[src/sv/fifo_membership_cache_assert.svh]
// assertion macros for the fifo membership cache
`ifndef FIFO_MEMBERSHIP_CACHE_ASSERT_SVH
`define FIFO_MEMBERSHIP_CACHE_ASSERT_SVH
`ifndef NO_ASSERTIONS
// condition holds in the same cycle
`define FMC_ASSERT_NOW(label, clk, rst, cond, msg) \
   label: assert property (@(posedge clk) disable iff (rst) (cond)) else $error(msg);
// antecedent implies consequent in the same cycle
`define FMC_ASSERT_IMPLIES(label, clk, rst, ante, cons, msg) \
   label: assert property (@(posedge clk) disable iff (rst) (ante) |-> (cons)) else $error(msg);
// antecedent implies consequent in the next cycle
`define FMC_ASSERT_NEXT(label, clk, rst, ante, cons, msg) \
   label: assert property (@(posedge clk) disable iff (rst) (ante) |=> (cons)) else $error(msg);
`else
`define FMC_ASSERT_NOW(label, clk, rst, cond, msg)
`define FMC_ASSERT_IMPLIES(label, clk, rst, ante, cons, msg)
`define FMC_ASSERT_NEXT(label, clk, rst, ante, cons, msg)
`endif
`endif

[src/sv/fmc_pkg.sv]
// shared types and constants for the fifo membership cache
package fmc_pkg;
   // default sizing
   localparam int CAPACITY_DEF   = 16;
   localparam int IDENT_BITS_DEF = 32;

   // fixed port widths
   localparam int ID_W       = 32;
   localparam int CNT_W      = 5;
   localparam int CFG_W      = 5;
   localparam int CSR_DATA_W = 32;
   localparam int CSR_ADDR_W = 3;

   // register map, indexed by word address
   localparam logic REG_CAPACITY = 1'b0;
   localparam logic [CFG_W-1:0] CAPACITY_RESET = 5'd16;

   // opcodes
   localparam logic OP_INSERT = 1'b0;
   localparam logic OP_DUMP   = 1'b1;

   // per-cycle command broadcast to every cell
   typedef struct packed {
      logic shift;
      logic rotate;
   } fmc_cell_cmd_type;

   // status reported by each cell
   typedef struct packed {
      logic match;
      logic tail;
   } fmc_cell_flags_type;
endpackage

[src/sv/fmc_cell.sv]
// one cell of the identifier chain: holds one entry, shifts or rotates it
module fmc_cell #(
   parameter int IDENT_BITS = 32,
   parameter int OCC_W      = 5,
   parameter int INDEX      = 0
) (
   input  logic                       clock,
   input  fmc_pkg::fmc_cell_cmd_type  cmd,
   input  logic [OCC_W-1:0]           occupancy,
   input  logic [IDENT_BITS-1:0]      probe,
   input  logic [IDENT_BITS-1:0]      from_newer,
   input  logic [IDENT_BITS-1:0]      from_older,
   input  logic [IDENT_BITS-1:0]      head,
   output logic [IDENT_BITS-1:0]      ident_out,
   output fmc_pkg::fmc_cell_flags_type flags
);
   import fmc_pkg::*;

   localparam logic [OCC_W-1:0] POS_IDX  = OCC_W'(INDEX);
   localparam logic [OCC_W-1:0] POS_NEXT = OCC_W'(INDEX + 1);

   logic [IDENT_BITS-1:0] ident_ff;
   logic [IDENT_BITS-1:0] ident_in;
   logic                  occupied;

   // position flags against the current fill level
   assign occupied    = POS_IDX < occupancy;
   assign flags.tail  = POS_NEXT == occupancy;
   assign flags.match = occupied && (ident_ff == probe);
   assign ident_out   = ident_ff;

   // insert moves entries toward older, dump rotates the occupied ring
   always_comb begin
      if (cmd.shift) begin
         ident_in = from_newer;
      end else if (cmd.rotate) begin
         ident_in = flags.tail ? head : from_older;
      end else begin
         ident_in = ident_ff;
      end
   end

   always_ff @(posedge clock) begin
      ident_ff <= ident_in;
   end
endmodule

[src/sv/fmc_chain.sv]
// row of cells, newest entry in cell zero, with hit and oldest-entry lookup
module fmc_chain #(
   parameter int CAPACITY   = 16,
   parameter int IDENT_BITS = 32,
   parameter int OCC_W      = 5
) (
   input  logic                      clock,
   input  fmc_pkg::fmc_cell_cmd_type cmd,
   input  logic [OCC_W-1:0]          occupancy,
   input  logic [IDENT_BITS-1:0]     new_ident,
   output logic                      hit,
   output logic [IDENT_BITS-1:0]     tail_ident,
   output logic [IDENT_BITS-1:0]     head_ident
);
   import fmc_pkg::*;

   logic [IDENT_BITS-1:0] cell_ident [CAPACITY];
   fmc_cell_flags_type    cell_flags [CAPACITY];

   // cells with their neighbor links
   for (genvar i = 0; i < CAPACITY; i++) begin : g_cell
      logic [IDENT_BITS-1:0] newer;
      logic [IDENT_BITS-1:0] older;
      if (i == 0) begin : g_first
         assign newer = new_ident;
      end else begin : g_mid
         assign newer = cell_ident[i-1];
      end
      if (i == CAPACITY - 1) begin : g_last
         assign older = cell_ident[i];
      end else begin : g_inner
         assign older = cell_ident[i+1];
      end
      fmc_cell #(
         .IDENT_BITS (IDENT_BITS),
         .OCC_W      (OCC_W),
         .INDEX      (i)
      ) u_cell (
         .clock      (clock),
         .cmd        (cmd),
         .occupancy  (occupancy),
         .probe      (new_ident),
         .from_newer (newer),
         .from_older (older),
         .head       (cell_ident[0]),
         .ident_out  (cell_ident[i]),
         .flags      (cell_flags[i])
      );
   end

   // or-reduce matches and select the oldest entry
   always_comb begin
      hit        = 1'b0;
      tail_ident = '0;
      for (int i = 0; i < CAPACITY; i++) begin
         hit        = hit | cell_flags[i].match;
         tail_ident = tail_ident | (cell_ident[i] & {IDENT_BITS{cell_flags[i].tail}});
      end
   end

   assign head_ident = cell_ident[0];
endmodule

[src/sv/fifo_membership_cache.sv]
// top level of the fifo membership cache
//
// Holds up to capacity_in_use identifiers in arrival order in a row of cells,
// newest in cell zero. A transaction is taken when start is high and busy low.
// Insert (op 0): the identifier is compared against every held cell at once;
// one result follows in the next cycle with hit, or with the evicted oldest
// identifier when the set was full. Inserts are taken every cycle while busy is low.
// Dump (op 1): with n entries held, busy stays high until all n entries are read
// out and each result follows in the cycle after its read, newest first, last set
// on the final one; the chain rotates one position a cycle and is back in place
// at the end. An empty dump gives one result in the next cycle, entry_valid clear.
// Results appear for exactly one cycle on rsp_valid; there is no backpressure.
// Reset empties the set and sets capacity_in_use to 16; no clearing pass is
// needed. The capacity register sits at address 0 of the APB port and should
// be written only while the block is idle.
module fifo_membership_cache #(
   parameter int CAPACITY   = fmc_pkg::CAPACITY_DEF,
   parameter int IDENT_BITS = fmc_pkg::IDENT_BITS_DEF
) (
   input  logic                           clock,
   input  logic                           reset,
   // command channel
   input  logic                           start,
   output logic                           busy,
   input  logic                           req_op,
   input  logic [fmc_pkg::ID_W-1:0]       req_ident,
   // result channel
   output logic                           rsp_valid,
   output logic                           rsp_hit,
   output logic                           rsp_evicted_valid,
   output logic [fmc_pkg::ID_W-1:0]       rsp_evicted_ident,
   output logic [fmc_pkg::CNT_W-1:0]      rsp_held_count,
   output logic                           rsp_entry_valid,
   output logic [fmc_pkg::ID_W-1:0]       rsp_entry_ident,
   output logic                           rsp_last,
   // register port
   input  logic                           psel,
   input  logic                           penable,
   input  logic                           pwrite,
   input  logic [fmc_pkg::CSR_ADDR_W-1:0] paddr,
   input  logic [fmc_pkg::CSR_DATA_W-1:0] pwdata,
   output logic [fmc_pkg::CSR_DATA_W-1:0] prdata,
   output logic                           pready
);
   import fmc_pkg::*;

`include "fifo_membership_cache_assert.svh"

   localparam int OCC_W = $clog2(CAPACITY + 1);
   localparam int CMP_W = (OCC_W > CFG_W) ? OCC_W : CFG_W;
   localparam logic [CMP_W-1:0] CAP_MAX = CMP_W'(CAPACITY);
   localparam logic [CMP_W-1:0] CAP_ONE = CMP_W'(1);
   localparam logic [OCC_W-1:0] OCC_ONE = OCC_W'(1);

   typedef enum logic [1:0] {
      ST_IDLE = 2'b01,
      ST_DUMP = 2'b10
   } state_type;

   state_type             state_ff, state_in;
   logic [OCC_W-1:0]      occ_ff, occ_in;
   logic [OCC_W-1:0]      count_ff, count_in;
   logic [CFG_W-1:0]      cap_ff;

   logic                  rsp_valid_ff, rsp_valid_in;
   logic                  hit_ff, hit_in;
   logic                  ev_valid_ff, ev_valid_in;
   logic [ID_W-1:0]       ev_ident_ff, ev_ident_in;
   logic [CNT_W-1:0]      held_ff, held_in;
   logic                  en_valid_ff, en_valid_in;
   logic [ID_W-1:0]       en_ident_ff, en_ident_in;
   logic                  last_ff, last_in;

   logic                  accept;
   logic                  csr_write;
   logic [CMP_W-1:0]      cap_wide;
   logic [CMP_W-1:0]      eff_cap;
   logic                  full;
   logic [IDENT_BITS+ID_W-1:0] ident_wide;
   logic [IDENT_BITS-1:0] new_ident;
   logic                  chain_hit;
   logic [IDENT_BITS-1:0] tail_ident;
   logic [IDENT_BITS-1:0] head_ident;
   logic [IDENT_BITS+ID_W-1:0] tail_wide;
   logic [IDENT_BITS+ID_W-1:0] head_wide;
   fmc_cell_cmd_type      cmd;

   // register port
   assign pready    = 1'b1;
   assign csr_write = psel && penable && pwrite && pready && (paddr[2] == REG_CAPACITY);
   assign prdata    = (psel && (paddr[2] == REG_CAPACITY)) ? CSR_DATA_W'(cap_ff) : '0;

   always_ff @(posedge clock) begin
      if (reset) begin
         cap_ff <= CAPACITY_RESET;
      end else if (csr_write) begin
         cap_ff <= pwdata[CFG_W-1:0];
      end
   end

   // effective capacity, zero acts as one, saturated at the cell count
   always_comb begin
      cap_wide = CMP_W'(cap_ff);
      if (cap_wide == '0) begin
         eff_cap = CAP_ONE;
      end else if (cap_wide > CAP_MAX) begin
         eff_cap = CAP_MAX;
      end else begin
         eff_cap = cap_wide;
      end
   end
   assign full = CMP_W'(occ_ff) >= eff_cap;

   // identifier width adaption
   assign ident_wide = {{IDENT_BITS{1'b0}}, req_ident};
   assign new_ident  = ident_wide[IDENT_BITS-1:0];
   assign tail_wide  = {{ID_W{1'b0}}, tail_ident};
   assign head_wide  = {{ID_W{1'b0}}, head_ident};

   assign busy   = (state_ff == ST_DUMP);
   assign accept = start && !busy;

   // cell chain
   fmc_chain #(
      .CAPACITY   (CAPACITY),
      .IDENT_BITS (IDENT_BITS),
      .OCC_W      (OCC_W)
   ) u_chain (
      .clock      (clock),
      .cmd        (cmd),
      .occupancy  (occ_ff),
      .new_ident  (new_ident),
      .hit        (chain_hit),
      .tail_ident (tail_ident),
      .head_ident (head_ident)
   );

   // control and result formation
   always_comb begin
      state_in     = state_ff;
      occ_in       = occ_ff;
      count_in     = count_ff;
      cmd.shift    = 1'b0;
      cmd.rotate   = 1'b0;
      rsp_valid_in = 1'b0;
      hit_in       = 1'b0;
      ev_valid_in  = 1'b0;
      ev_ident_in  = '0;
      held_in      = CNT_W'(occ_ff);
      en_valid_in  = 1'b0;
      en_ident_in  = '0;
      last_in      = 1'b1;
      unique case (state_ff)
         ST_IDLE: begin
            if (accept && (req_op == OP_INSERT)) begin
               rsp_valid_in = 1'b1;
               if (chain_hit) begin
                  hit_in = 1'b1;
               end else begin
                  cmd.shift = 1'b1;
                  if (full) begin
                     ev_valid_in = 1'b1;
                     ev_ident_in = tail_wide[ID_W-1:0];
                  end else begin
                     occ_in = occ_ff + OCC_ONE;
                  end
                  held_in = full ? CNT_W'(occ_ff) : CNT_W'(occ_ff + OCC_ONE);
               end
            end else if (accept) begin
               if (occ_ff == '0) begin
                  rsp_valid_in = 1'b1;
               end else begin
                  state_in = ST_DUMP;
                  count_in = occ_ff;
               end
            end
         end
         ST_DUMP: begin
            rsp_valid_in = 1'b1;
            en_valid_in  = 1'b1;
            en_ident_in  = head_wide[ID_W-1:0];
            last_in      = (count_ff == OCC_ONE);
            cmd.rotate   = 1'b1;
            count_in     = count_ff - OCC_ONE;
            if (count_ff == OCC_ONE) begin
               state_in = ST_IDLE;
            end
         end
         default: begin
            state_in = ST_IDLE;
         end
      endcase
   end

   // control registers
   always_ff @(posedge clock) begin
      if (reset) begin
         state_ff     <= ST_IDLE;
         occ_ff       <= '0;
         count_ff     <= '0;
         rsp_valid_ff <= 1'b0;
      end else begin
         state_ff     <= state_in;
         occ_ff       <= occ_in;
         count_ff     <= count_in;
         rsp_valid_ff <= rsp_valid_in;
      end
   end

   // result payload registers
   always_ff @(posedge clock) begin
      hit_ff      <= hit_in;
      ev_valid_ff <= ev_valid_in;
      ev_ident_ff <= ev_ident_in;
      held_ff     <= held_in;
      en_valid_ff <= en_valid_in;
      en_ident_ff <= en_ident_in;
      last_ff     <= last_in;
   end

   assign rsp_valid         = rsp_valid_ff;
   assign rsp_hit           = hit_ff;
   assign rsp_evicted_valid = ev_valid_ff;
   assign rsp_evicted_ident = ev_ident_ff;
   assign rsp_held_count    = held_ff;
   assign rsp_entry_valid   = en_valid_ff;
   assign rsp_entry_ident   = en_ident_ff;
   assign rsp_last          = last_ff;

   // checks
   `FMC_ASSERT_NOW(a_occ_range, clock, reset, occ_ff <= OCC_W'(CAPACITY), "occupancy overflow")
   `FMC_ASSERT_NEXT(a_dump_streams, clock, reset, busy, rsp_valid && rsp_entry_valid, "dump gap")
   `FMC_ASSERT_NEXT(a_insert_result, clock, reset, start && !busy && (req_op == OP_INSERT), rsp_valid && rsp_last, "insert result missing")
   `FMC_ASSERT_IMPLIES(a_evict_no_hit, clock, reset, rsp_valid && rsp_evicted_valid, !rsp_hit && !rsp_entry_valid, "eviction on hit")
endmodule
[config.mk]
export PLATFORM = sky130hd
export DESIGN_NAME = fifo_membership_cache
export DESIGN_NICKNAME = d
export VERILOG_FILES = /design/src/sv/fmc_pkg.sv /design/src/sv/fmc_cell.sv /design/src/sv/fmc_chain.sv /design/src/sv/fifo_membership_cache.sv
export VERILOG_INCLUDE_DIRS = /design/src /design/src/sv
export SDC_FILE = /design/constraint.sdc
export NUM_CORES = 2
export LEC_CHECK = 0
export BUFFER_PORTS_ARGS = -buffer_cell sky130_fd_sc_hd__buf_2
export CORE_MARGIN = 8
export CORE_UTILIZATION = 60
export CTS_CLUSTER_SIZE = 14
export DETAILED_ROUTE_END_ITERATION = 7
export GPL_TIMING_DRIVEN = 0
export PLACE_DENSITY_LB_ADDON = 0.08
export SYNTH_ARGS = -nofsm -noshare
export SYNTH_HDL_FRONTEND = slang
export SYNTH_HIERARCHICAL = 1
export SYNTH_SLANG_ARGS = --single-unit
[constraint.sdc]
create_clock -name clock -period 4.78 [get_ports clock]
set_input_delay 1.434 -clock clock [delete_from_list [all_inputs] [get_ports clock]]
set_output_delay 1.434 -clock clock [all_outputs]
set_load 0.02 [all_outputs]
==> impl_metrics.json <==
{
  "status": "finished, violations left",
  "failed_checks": "DRC, setup timing",
  "worst-endpoint-required_ns": 5.04,
  "die-height_microns": 269.2,
  "cts-root-buf": "clkbuf_16",
  "path_class": "input port to flop",
  "slew_viol_final": 0,
  "clock_sinks": 603,
  "initial_core_util": 0.6020,
  "drive_above_1_share": 0.1376,
  "clk_latency_ns": 0.63,
  "fin_ws_ns": -0.2013,
  "synth_edf_count": 512,
  "path_cells": "buf_4, xor2_1, nor4_1, nand4_1, a2111oi_2, nor4_4, nand4_1, nor2_4, clkbuf_8, clkbuf_2, or2_2",
  "cts_hold_buf": 0,
  "startpoint_type": "input port",
  "yosys.cell_types.count": 68,
  "r2r-end": "u_chain/g_cell[1].u_cell/ident_out[0]$_DFFE_PP_",
  "path_delay_family": "simple AND/OR/NAND/NOR gates",
  "cp_max_fo": 41,
  "min_path_cells": 2,
  "synth_fa_ha_area_frac": 0.003579,
  "grt_pass1_vias": 31670,
  "reg2reg_slack_ns": -0.15,
  "worstMarginPinSlew_ns": 1.222,
  "hpwl_microns": 137800,
  "drcViolationCount": 11,
  "cts_made_buffers": 71,
  "gp_congestion": 1.090,
  "grt_use_total": 0.4604,
  "tritoncts": "yes",
  "hold_class": "flop to flop",
  "synth_xor_area_frac": 0.1171,
  "power_uw": 22980,
  "fmax_mhz": 200.8,
  "dieWidth_microns": 269.2,
  "clk_pin_slew_ns": 0.06,
  "drtIter0Drc": 6500,
  "postRouteAntennaNets": 0,
  "synth_simple_gate_area_share": 0.1147,
  "fin_worst_skew_ns": 0.02269,
  "setup_viol": 955,
  "placement.io_buffers": 124,
  "grt_first_pass_wirelength_microns": 240000,
  "ios": 182,
  "p_per_area_nw_per_um2": 529.4,
  "p_leak_uw": 0.01665,
  "wire_per_inst_microns": 36.71,
  "vias": 34710,
  "cts_buffer_depth": 3,
  "ir_drop_uv": 450.5,
  "syn_to_final_growth_pct": 12.84,
  "r2r_cells": 12,
  "die_area_sq_um": 72460,
  "drt-pass1-iter-count": 8,
  "timing.final.hold_violations": 0,
  "r2r_start": "u_chain/g_cell[0].u_cell/ident_out[22]$_DFFE_PP_",
  "critPathMaxStageDelay_ns": 0.50,
  "slew_headroom": 0.1749,
  "hold-path-endpoint": "count_ff[1]$_SDFFE_PP0P_",
  "coreArea_sq_um": 63880,
  "routed_via_density": 7.236,
  "rsz0062_at_grt": "true",
  "drv_cap": 0,
  "async_flop_share": 0,
  "holdCritStartpoint": "count_ff[1]$_SDFFE_PP0P_",
  "grt_max_degree": 42,
  "htree_levels": 3,
  "synth_warnings": 6,
  "avgSynthCellArea_sq_um": 10.57,
  "rows": 93,
  "antenna_found_initial": 3,
  "synth.cell_area_sq_um": 38460,
  "dpl_cell_area_sq_um": 40350,
  "drt-total-wl_microns": 176100,
  "yosys_most_used_dff": "edfxtp_1",
  "end_kind": "flop",
  "ys_ff_latch": 603,
  "muxShareOfSynthArea": 0.1354,
  "crit_top_cell": "nand4_1",
  "syn_inst": 3639,
  "seq_area_frac_synth": 0.4471,
  "path_buf_inv": 3,
  "final_net_count": 3969,
  "synth_top_family_by_area": "multiplexers",
  "finalCritPeriodShare": 1.042,
  "fill_cells": 5130,
  "crit_slowest_cell": "nor4_4",
  "fin_crit_ns": 4.981,
  "utilization": 0.6793,
  "design_area_sq_um": 43400,
  "overflow": 0,
  "cp.arrival_ns": 5.24,
  "synth_compound_area_frac": 0.1351
}
-- synth_stat cells (38+ instances only) --
cell type	count	area, sq um
a221oi_1	126	1104
a22o_1	126	1104
and2_1	38	237.7
buf_6	66	743.2
clkbuf_1	141	529.3
dfxtp_1	91	1822
edfxtp_1	512	15370
mux2i_1	518	5185
nand2_1	534	2004
nand4_1	69	431.7
nor4_1	111	694.4
o21ai_0	139	695.7
o21ai_1	381	1907
xnor2_1	86	753.2
xor2_1	428	3749
-- timing repair --
action | in CTS | in global routing
resized for setup | 107 | 117
setup endpoints to repair | 1051 | 1024
setup buffers | 1 | 0
gates cloned | 16 | 0
pin swaps | 2 | 1
-- sequential cells by signal (all words and copies together) (netlist names) --
register / count
rsp_hit: 1
rsp_last: 1
rsp_held_count: 5
rsp_valid: 1
rsp_entry_ident: 32
u_chain/g_cell.u_cell/ident_out: 512
state_ff: 2
cap_ff: 5
rsp_evicted_valid: 1
rsp_entry_valid: 1
rsp_evicted_ident: 32
occ_ff: 5
count_ff: 5
-- kinds of logic (layout without fill, tap and decap cells) --
family	Yosys count	count (layout)
AO/OA/AOI/OAI	817	817
AND/OR/NAND/NOR	895	911
flip-flops	603	603
XOR/XNOR	514	514
buffers and inverters	277	535
other	2	30
multiplexers	520	520
adder cells (fa/ha/maj)	11	11
-- per-layer routing --
| layer | up-vias | track usage | share of wire | wire length, microns |
|---|---|---|---|---|
| met5 | - | 0 | 0.000040 | 7 |
| li1 | 14000 | - | - | - |
| met4 | 2 | 0.3822 | 0.11 | 19160 |
| met2 | 3382 | 0.6537 | 0.41 | 71660 |
| met3 | 665 | 0.1428 | 0.15 | 25890 |
| met1 | 16660 | 0.5705 | 0.34 | 59350 |
-- where the power goes --
group / internal, uW / leakage (uW) / switching, uW
logic: 2120 / 0.0100 / 4370
clock network: 3130 / 0.00113 / 2320
registers: 7880 / 0.00551 / 3170
total: 13100 / 0.0166 / 9850
-- cells in the final DEF, fill, tap and decap left out, types with 16 or more instances in the layout --
cell type  count
buf_6         68
nand2_1      534
nand4_1       69
conb_1        28
and2_1        38
a221oi_1     126
clkbuf_2      73
edfxtp_1     512
clkbuf_1      85
o21ai_1      382
mux2i_1      518
clkbuf_16     79
nor4_1       101
nor2_1        23
xnor2_1       83
o21ai_0      138
xor2_2        31
buf_2         93
nand3_1       16
a22o_1       126
inv_1         25
or2_4         20
dfxtp_1       86
xor2_1       395
buf_4         58
and3_1        32
-- through the flow --
stage / hold WS (ns) / std cells / worst slack (ns) / TNS (ns)
floorplan: 0.4450 / 3665 / 0.7654 / 0
global placement: 0.4620 / 4644 / -2.675 / -2491.55
detailed placement: 0.4738 / 4649 / -2.751 / -2551.05
CTS: 0.4822 / 4794 / 0.03254 / 0
global route: 0.5217 / 4794 / -0.04234 / -1.540
finish: 0.4955 / 4796 / -0.2013 / -79.95
-- worst max path at each step --
stage / end / depth (start not counted) / from
2_1_floorplan: u_chain/g_cell[11].u_cell/ident_out[0]$_DFFE_PP_ / 10 / req_ident[26]
3_3_place_gp: u_chain/g_cell[7].u_cell/ident_out[5]$_DFFE_PP_ / 11 / req_ident[6]
3_5_place_dp: u_chain/g_cell[7].u_cell/ident_out[4]$_DFFE_PP_ / 11 / req_ident[6]
4_1_cts: u_chain/g_cell[1].u_cell/ident_out[25]$_DFFE_PP_ / 12 / req_ident[10]
5_1_grt: u_chain/g_cell[1].u_cell/ident_out[29]$_DFFE_PP_ / 13 / req_ident[25]
6_report: u_chain/g_cell[3].u_cell/ident_out[21]$_DFFE_PP_ / 11 / req_ident[13]
-- worst reg2reg max path, cell delays in order (launching register included) --
cell and delay [ns]:
edfxtp_1 1.04, xor2_1 0.38, nor4_2 0.48, nand3_1 0.17, a2111oi_2 0.65, nor4_4 0.17
nand4_1 0.33, nor2_4 0.10, clkbuf_8 0.31, clkbuf_2 0.40, clkbuf_2 0.35, nand2_1 0.15
o21ai_0 0.12
-- area by class of cell --
cell class | instances | area, sq um | share of cell area
Antenna cell | 2 | 5.005 | 0.0001153
Buffer | 252 | 1807 | 0.04163
Clock buffer | 98 | 2098 | 0.04835
Clock inverter | 30 | 181.4 | 0.004180
Inverter | 25 | 93.84 | 0.002162
Multi-Input combinational cell | 2801 | 20130 | 0.4639
Sequential cell | 603 | 17210 | 0.3965
Tap cell | 855 | 1070 | 0.02465
Timing Repair Buffer | 130 | 803.3 | 0.01851
No activity file was read; power rests on OpenSTA's default activity.
